--- src/hw/rtl/ahs_pkg.sv ---
// ----------------------------------------------------------------------------
// ahs_pkg
// Shared types and codes for the arm hook sequencer: request and response
// payloads, step and drive codes, register indexes and the sequencer state.
// ----------------------------------------------------------------------------
package ahs_pkg;

   // sequence step codes
   localparam logic [2:0] STEP_RAISE_VERT = 3'd0;
   localparam logic [2:0] STEP_EXTEND     = 3'd1;
   localparam logic [2:0] STEP_RAISE_PAST = 3'd2;
   localparam logic [2:0] STEP_RETRACT    = 3'd3;
   localparam logic [2:0] STEP_LOWER      = 3'd4;
   localparam logic [2:0] STEP_DONE       = 3'd5;

   // pivot motor commands
   localparam logic [1:0] PIVOT_STOP  = 2'd0;
   localparam logic [1:0] PIVOT_RAISE = 2'd1;
   localparam logic [1:0] PIVOT_LOWER = 2'd2;

   // extension motor commands
   localparam logic [1:0] EXT_STOP    = 2'd0;
   localparam logic [1:0] EXT_EXTEND  = 2'd1;
   localparam logic [1:0] EXT_RETRACT = 2'd2;

   // configuration register indexes
   localparam int unsigned CSR_INDEX_W = 2;
   localparam int unsigned CSR_DATA_W  = 16;
   localparam logic [CSR_INDEX_W-1:0] CSR_VERTICAL    = 2'd0;
   localparam logic [CSR_INDEX_W-1:0] CSR_FULL_RAISE  = 2'd1;
   localparam logic [CSR_INDEX_W-1:0] CSR_WINCH_START = 2'd2;

   // register reset values
   localparam logic [CSR_DATA_W-1:0] VERTICAL_RESET    = 16'd44;
   localparam logic [CSR_DATA_W-1:0] FULL_RAISE_RESET  = 16'd54;
   localparam logic [CSR_DATA_W-1:0] WINCH_START_RESET = 16'd29;

   typedef struct packed {
      logic [15:0] pulse_count;
      logic        extend_out_limit;
      logic        extend_in_limit;
      logic        raise_low_limit;
      logic        restart;
   } ahs_req_type;

   typedef struct packed {
      logic [2:0]         step_code;
      logic [1:0]         pivot_drive;
      logic [1:0]         extend_drive;
      logic               winch_drive;
      logic               clear_counter;
      logic signed [31:0] arm_position;
   } ahs_rsp_type;

   typedef struct packed {
      logic [CSR_DATA_W-1:0] vertical_count;
      logic [CSR_DATA_W-1:0] full_raise_count;
      logic [CSR_DATA_W-1:0] winch_start_count;
   } ahs_cfg_type;

   typedef struct packed {
      logic [2:0]  step;
      logic        moving_reverse;
      logic [31:0] position_base;
      logic [1:0]  pivot_cmd;
      logic [1:0]  extend_cmd;
      logic        winch_cmd;
   } ahs_state_type;

endpackage

--- src/hw/rtl/ahs_step.sv ---
// ----------------------------------------------------------------------------
// ahs_step
// One sequencer tick: from the held state, the registers and one request,
// form the next state and the response. Purely combinational.
// ----------------------------------------------------------------------------
module ahs_step (
   input  ahs_pkg::ahs_state_type state_cur,
   input  ahs_pkg::ahs_cfg_type   cfg,
   input  ahs_pkg::ahs_req_type   req,
   output ahs_pkg::ahs_state_type state_nxt,
   output ahs_pkg::ahs_rsp_type   rsp
);
   import ahs_pkg::*;

   logic [31:0] count_ext;
   logic [31:0] position;
   logic [15:0] raise_limit;
   logic        reached_raise;
   logic        winch_zone;
   logic        clear_req;

   // position before any direction change; direction changes only rebase it
   assign count_ext = {16'd0, req.pulse_count};
   assign position  = state_cur.moving_reverse ? state_cur.position_base - count_ext
                                               : state_cur.position_base + count_ext;

   // signed position against unsigned 16-bit thresholds
   assign raise_limit   = (state_cur.step == STEP_RAISE_VERT) ? cfg.vertical_count
                                                              : cfg.full_raise_count;
   assign reached_raise = !position[31] && (position >= {16'd0, raise_limit});
   assign winch_zone    = position[31] || (position <= {16'd0, cfg.winch_start_count});

   // step logic
   always_comb begin
      state_nxt = state_cur;
      clear_req = 1'b0;
      if (req.restart) begin
         state_nxt.step = STEP_RAISE_VERT;
      end else begin
         case (state_cur.step)
            STEP_RAISE_VERT, STEP_RAISE_PAST: begin
               if (state_cur.moving_reverse) begin
                  state_nxt.position_base  = position;
                  state_nxt.moving_reverse = 1'b0;
                  clear_req                = 1'b1;
               end
               if (reached_raise) begin
                  state_nxt.pivot_cmd = PIVOT_STOP;
                  state_nxt.step      = state_cur.step + 3'd1;
               end else begin
                  state_nxt.pivot_cmd = PIVOT_RAISE;
               end
            end
            STEP_EXTEND: begin
               if (req.extend_out_limit) begin
                  state_nxt.extend_cmd = EXT_STOP;
                  state_nxt.step       = STEP_RAISE_PAST;
               end else begin
                  state_nxt.extend_cmd = EXT_EXTEND;
               end
            end
            STEP_RETRACT: begin
               if (req.extend_in_limit) begin
                  state_nxt.extend_cmd = EXT_STOP;
                  state_nxt.step       = STEP_LOWER;
               end else begin
                  state_nxt.extend_cmd = EXT_RETRACT;
               end
            end
            STEP_LOWER: begin
               if (req.raise_low_limit) begin
                  // lower then stop in one tick: the second rebase always flips back
                  state_nxt.position_base  = position;
                  state_nxt.moving_reverse = 1'b0;
                  state_nxt.pivot_cmd      = PIVOT_STOP;
                  state_nxt.winch_cmd      = 1'b0;
                  state_nxt.step           = STEP_DONE;
                  clear_req                = 1'b1;
               end else begin
                  if (!state_cur.moving_reverse) begin
                     state_nxt.position_base  = position;
                     state_nxt.moving_reverse = 1'b1;
                     clear_req                = 1'b1;
                  end
                  state_nxt.pivot_cmd = PIVOT_LOWER;
                  if (winch_zone) begin
                     state_nxt.winch_cmd = 1'b1;
                  end
               end
            end
            default: begin
               // done and unused codes hold everything
            end
         endcase
      end
   end

   // response fields
   assign rsp.step_code     = state_nxt.step;
   assign rsp.pivot_drive   = state_nxt.pivot_cmd;
   assign rsp.extend_drive  = state_nxt.extend_cmd;
   assign rsp.winch_drive   = state_nxt.winch_cmd;
   assign rsp.clear_counter = clear_req;
   assign rsp.arm_position  = position;

endmodule

--- src/hw/rtl/arm_hook_sequencer_top.sv ---
// Responses are registered: one is valid in the cycle after its acceptance.
// Throughput: one request per cycle when not stalled; the single tick logic
// sits between the held sequencer state and the response register.
// Requests are taken while the response register is empty or draining.
// Reset (synchronous, active high) returns the step to raise-to-vertical,
// stops all drives, zeroes the position base and reloads register defaults.
// ----------------------------------------------------------------------------
// arm_hook_sequencer_top
// Six-step arm and winch sequencer with direction-corrected pivot position
// from a direction-blind encoder count.
// ----------------------------------------------------------------------------
module arm_hook_sequencer_top (
   input  logic                                clock,
   input  logic                                reset,
   input  logic                                req_valid,
   output logic                                req_stall,
   input  ahs_pkg::ahs_req_type                req_data,
   output logic                                rsp_valid,
   input  logic                                rsp_stall,
   output ahs_pkg::ahs_rsp_type                rsp_data,
   input  logic                                csr_we,
   input  logic [ahs_pkg::CSR_INDEX_W-1:0]     csr_index,
   input  logic [ahs_pkg::CSR_DATA_W-1:0]      csr_wdata
);
   import ahs_pkg::*;

   ahs_cfg_type   cfg_ff;
   ahs_state_type state_ff;
   ahs_state_type state_in;
   ahs_rsp_type   rsp_data_ff;
   ahs_rsp_type   rsp_data_in;
   logic          rsp_valid_ff;
   logic          req_accept;

   // handshake: stall only while a response is held and not taken
   assign req_stall  = rsp_valid_ff && rsp_stall;
   assign req_accept = req_valid && !req_stall;

   // configuration registers
   always_ff @(posedge clock) begin
      if (reset) begin
         cfg_ff.vertical_count    <= VERTICAL_RESET;
         cfg_ff.full_raise_count  <= FULL_RAISE_RESET;
         cfg_ff.winch_start_count <= WINCH_START_RESET;
      end else if (csr_we) begin
         unique case (csr_index)
            CSR_VERTICAL:    cfg_ff.vertical_count    <= csr_wdata;
            CSR_FULL_RAISE:  cfg_ff.full_raise_count  <= csr_wdata;
            CSR_WINCH_START: cfg_ff.winch_start_count <= csr_wdata;
            default: begin
            end
         endcase
      end
   end

   // tick logic
   ahs_step u_step (
      .state_cur (state_ff),
      .cfg       (cfg_ff),
      .req       (req_data),
      .state_nxt (state_in),
      .rsp       (rsp_data_in)
   );

   // sequencer state
   always_ff @(posedge clock) begin
      if (reset) begin
         state_ff.step           <= STEP_RAISE_VERT;
         state_ff.moving_reverse <= 1'b0;
         state_ff.position_base  <= 32'd0;
         state_ff.pivot_cmd      <= PIVOT_STOP;
         state_ff.extend_cmd     <= EXT_STOP;
         state_ff.winch_cmd      <= 1'b0;
      end else if (req_accept) begin
         state_ff <= state_in;
      end
   end

   // response register
   always_ff @(posedge clock) begin
      if (reset) begin
         rsp_valid_ff <= 1'b0;
      end else if (req_accept) begin
         rsp_valid_ff <= 1'b1;
      end else if (!rsp_stall) begin
         rsp_valid_ff <= 1'b0;
      end
   end

   always_ff @(posedge clock) begin
      if (req_accept) begin
         rsp_data_ff <= rsp_data_in;
      end
   end

   assign rsp_valid = rsp_valid_ff;
   assign rsp_data  = rsp_data_ff;

   // checks
   a_accept_gives_rsp: assert property (@(posedge clock) disable iff (reset)
      req_accept |=> rsp_valid_ff)
      else $error("accepted request produced no response");

   a_step_range: assert property (@(posedge clock) disable iff (reset)
      state_ff.step <= STEP_DONE)
      else $error("step left the valid range");

   a_reverse_tracks_pivot: assert property (@(posedge clock) disable iff (reset)
      state_ff.moving_reverse == (state_ff.pivot_cmd == PIVOT_LOWER))
      else $error("direction flag out of step with pivot command");

   a_clear_rebases: assert property (@(posedge clock) disable iff (reset)
      req_accept |=> (!rsp_data_ff.clear_counter
                      || state_ff.position_base == rsp_data_ff.arm_position))
      else $error("counter clear without matching position base");

endmodule
--- config.mk ---
export PLATFORM = sky130hd
export DESIGN_NAME = arm_hook_sequencer_top
export DESIGN_NICKNAME = d
export VERILOG_FILES = /design/src/hw/rtl/ahs_pkg.sv /design/src/hw/rtl/ahs_step.sv /design/src/hw/rtl/arm_hook_sequencer_top.sv
export SDC_FILE = /design/constraint.sdc
export NUM_CORES = 1
export LEC_CHECK = 0
export BUFFER_PORTS_ARGS = -buffer_cell sky130_fd_sc_hd__buf_2
export CAP_MARGIN = 20
export CORE_MARGIN = 2
export CORE_UTILIZATION = 40
export DETAILED_ROUTE_END_ITERATION = 10
export SETUP_SLACK_MARGIN = 0.4
export SLEW_MARGIN = 10
export SYNTH_ARGS = -nofsm -noshare
export SYNTH_HDL_FRONTEND = slang
export SYNTH_HIERARCHICAL = 1
export SYNTH_SLANG_ARGS = --single-unit
--- constraint.sdc ---
create_clock -name clock -period 7.7 [get_ports clock]
set_input_delay 2.31 -clock clock [delete_from_list [all_inputs] [get_ports clock]]
set_output_delay 2.31 -clock clock [all_outputs]
set_load 0.05 [all_outputs]
==> impl_metrics.yaml <==
run_status:
  status: "finished clean"
cells_and_area:
  drive_above_1_share_pct: 18.1
  area_delta_synth_final_pct: 13.1
  n_antenna_cell: 0
  fin_nets: 1142
  mostFrequentLayoutCell: "nand2b_1"
  nFillCells: 2182
  final_cell_mix: "nand2b_1, mux2i_1, dfxtp_1, buf_2, ha_1"
detailed_routing:
  dr.pass1.iters: 5
  drt.antenna.violating_nets: 0
  drc_errors: 0
  vias: 6993
  drt-initial-drc-count: 430
  routed_wl_mm: 21.9
  routed_via_density: 5.28
  drt-wirelength-per-cell_um: 16.5
pwr:
  leakagePower_nw: 4.53
  peakVddDrop_uv: 107
  design_power_total_w: 0.00175
  pwr_density_cell_nw_per_um2: 171
sta:
  tns_ns: 0
  finClkSkew_ns: 0.00871
  rsz0062_at_grt: "false"
  hold_viol_final: 0
  min_period_ns: 7.00
  drv_slew: 0
  timing.fmax_mhz: 143
  finalSetupViolCount: 0
  min_period_over_period_pct: 90.9
  max_slew_margin_pct: 28.0
  worst_pin_slew_ns: 1.08
yosys:
  synth-edff-count: 41
  ys_warn_count: 6
  synth-main-ff-cell: "dfxtp_1"
  synth-seq-area-share_pct: 33.4
  avgSynthCellArea_um2: 9.38
  postSynthNetCount: 1081
  synthArstFlopShare_pct: 0
  ys_ff_latch: 131
  yosys.cell_types.count: 66
  synth_area_um2: 9070
  netlist_instances: 967
place:
  place.gp.congestion: 0.910
  port_buffers: 85
  place_hpwl_mm: 16.0
clock_network:
  clock_sinks: 131
  clk_pin_slew_ns: 0.06
  cts_tree: "yes"
  cts-hold-fix-buffers: 0
  htree_num_levels: 4
  cts-root-buf: "clkbuf_16"
  numCtsBuffers: 17
  clock_latency_ns: 0.42
  cts.path.max_buffers: 2
hold_path:
  hold_class: "reg -> reg"
worst_setup_path:
  arrival_ns: 7.29
  critPathCaptureType: "flip-flop"
  cpMaxStageDelayCell: "or4_4"
  startpoint_type: "input pin"
  slowest_delay_ns: 0.55
  path_max_fanout: 6
  path_cells: "buf_2 > or3_1 > nor3_1 > nor3b_1 > buf_4 > nor2b_1 > ha_1 > mux2i_1 > ha_2 > a21o_1 > a31oi_1 > o211ai_1 > a21oi_1 > o21ai_1 > a221oi_1 > xnor2_1 > or4_4 > o31ai_4 > o32ai_1 > a21o_1 > nand2b_1 > mux2i_1"
  crit_type: "in -> reg"
  r2r_slack_ns: 2.36
  required_ns: 7.98
die:
  io_pins: 86
  num_rows: 55
  start_util_pct: 40.4
  die_w_um: 155
  die_h_um: 155
  coreArea_um2: 22400
  die_area_um2: 23900
global_routing:
  grt_max_degree: 123
  grt_usage_pct: 18.6
  antenna_found_initial: 0
  grt-ovfl-total: 0
  grt_pass1_vias: 6800
  grt_pass1_wl_mm: 35.4
job:
  drv_cap: 0
[registers in the layout, summed over array words and instances (netlist names)]
| name | count |
|---|---|
| state_ff | 41 |
| cfg_ff | 48 |
| rsp_valid | 1 |
| rsp_data | 41 |
[synthesized netlist by cell type, types with 6 or more instances]
| cell type | instances | area, µm² |
|---|---|---|
| ha_1 | 70 | 876 |
| edfxtp_1 | 41 | 1230 |
| nor2b_1 | 6 | 37.5 |
| nand4_1 | 12 | 75.1 |
| o21ai_0 | 26 | 130 |
| a21o_1 | 29 | 218 |
| mux2i_1 | 107 | 1070 |
| clkbuf_1 | 34 | 128 |
| mux2_2 | 32 | 360 |
| a21oi_2 | 6 | 52.6 |
| nand3_1 | 10 | 50.1 |
| xnor2_1 | 34 | 298 |
| buf_4 | 15 | 113 |
| a31oi_1 | 6 | 37.5 |
| inv_1 | 34 | 128 |
| buf_2 | 10 | 50.1 |
| nand2_1 | 38 | 143 |
| xor2_1 | 9 | 78.8 |
| o21ai_1 | 6 | 30.0 |
| o41ai_1 | 7 | 61.3 |
| nor2_1 | 57 | 214 |
| nand2b_1 | 145 | 907 |
| dfxtp_1 | 90 | 1800 |
| a21oi_1 | 54 | 270 |
| nor3_1 | 12 | 60.1 |
[cell type report]
type | count | area (µm²) | area share (%)
clock buffers | 21 | 450 | 4.39
flip-flops and latches | 131 | 3030 | 29.6
clock inverters | 10 | 62.6 | 0.610
inverters | 36 | 135 | 1.32
well taps | 285 | 357 | 3.48
repair buffers | 103 | 563 | 5.49
multi-input cells | 739 | 5650 | 55.1
[layer usage]
| metal | global-route usage [%] | vias to the layer above | wire [µm] |
|---|---|---|---|
| met5 | 0 | - | 0 |
| met4 | 4.94 | 0 | 240 |
| met3 | 3.59 | 17 | 905 |
| met2 | 30.0 | 143 | 10000 |
| met1 | 25.7 | 3301 | 10700 |
| li1 | - | 3532 | - |
[critical path: cells and delay by family]
kind / cells / cell delay (ns)
xor+xnor: 1 / 0.22
fa+ha+maj: 2 / 0.62
mux: 2 / 0.24
compound gates: 9 / 1.91
buf+inv: 2 / 0.27
simple gates: 6 / 1.72
[stage by stage]
stage / hold WS [ns] / worst slack [ns] / utilization (%) / instances / instance area [µm²]
finish: 0.474 / 0.697 / 45.7 / 1325 / 10300
global route: 0.486 / 0.424 / 45.7 / 1325 / 10300
CTS: 0.478 / 0.513 / 45.4 / 1322 / 10200
detailed placement: 0.463 / 0.124 / 43.1 / 1291 / 9680
global placement: 0.458 / 0.0548 / 43.1 / 1291 / 9680
floorplan: 0.445 / 0.745 / - / 967 / 9070
[where the power goes]
part | total (W) | switching (W) | internal (W)
logic | 0.000282 | 0.000179 | 0.000104
clock network | 0.000721 | 0.000306 | 0.000415
registers | 0.000749 | 0.0000101 | 0.000738
[final timing paths]
check / startpoint / cells past startpoint / end
setup / recovery: req_data[8] / 22 / state_ff[38]
hold / removal: state_ff[1] / 2 / state_ff[1]
setup reg to reg: state_ff[37] / 18 / state_ff[0]
hold reg to reg: state_ff[1] / 2 / state_ff[1]
[timing repair]
action | 4_1_cts | 5_1_grt
endpoints found under the setup margin | 0 | 8
gates resized for setup | 0 | 8
buffers inserted | 0 | 3
hold endpoints to repair | 0 | 0
[kinds of logic after synthesis]
group / count (synthesis) / synth area share [%]
AOI/OAI and AO/OA: 178 / 13.0
xor gates and xnor gates: 43 / 4.15
adders and majority gates: 71 / 9.88
buffers and inverters: 97 / 4.94
DFF: 131 / 33.4
muxes: 139 / 15.8
and+or+nand+nor: 308 / 18.8
Power figures use the tool's default switching activity.
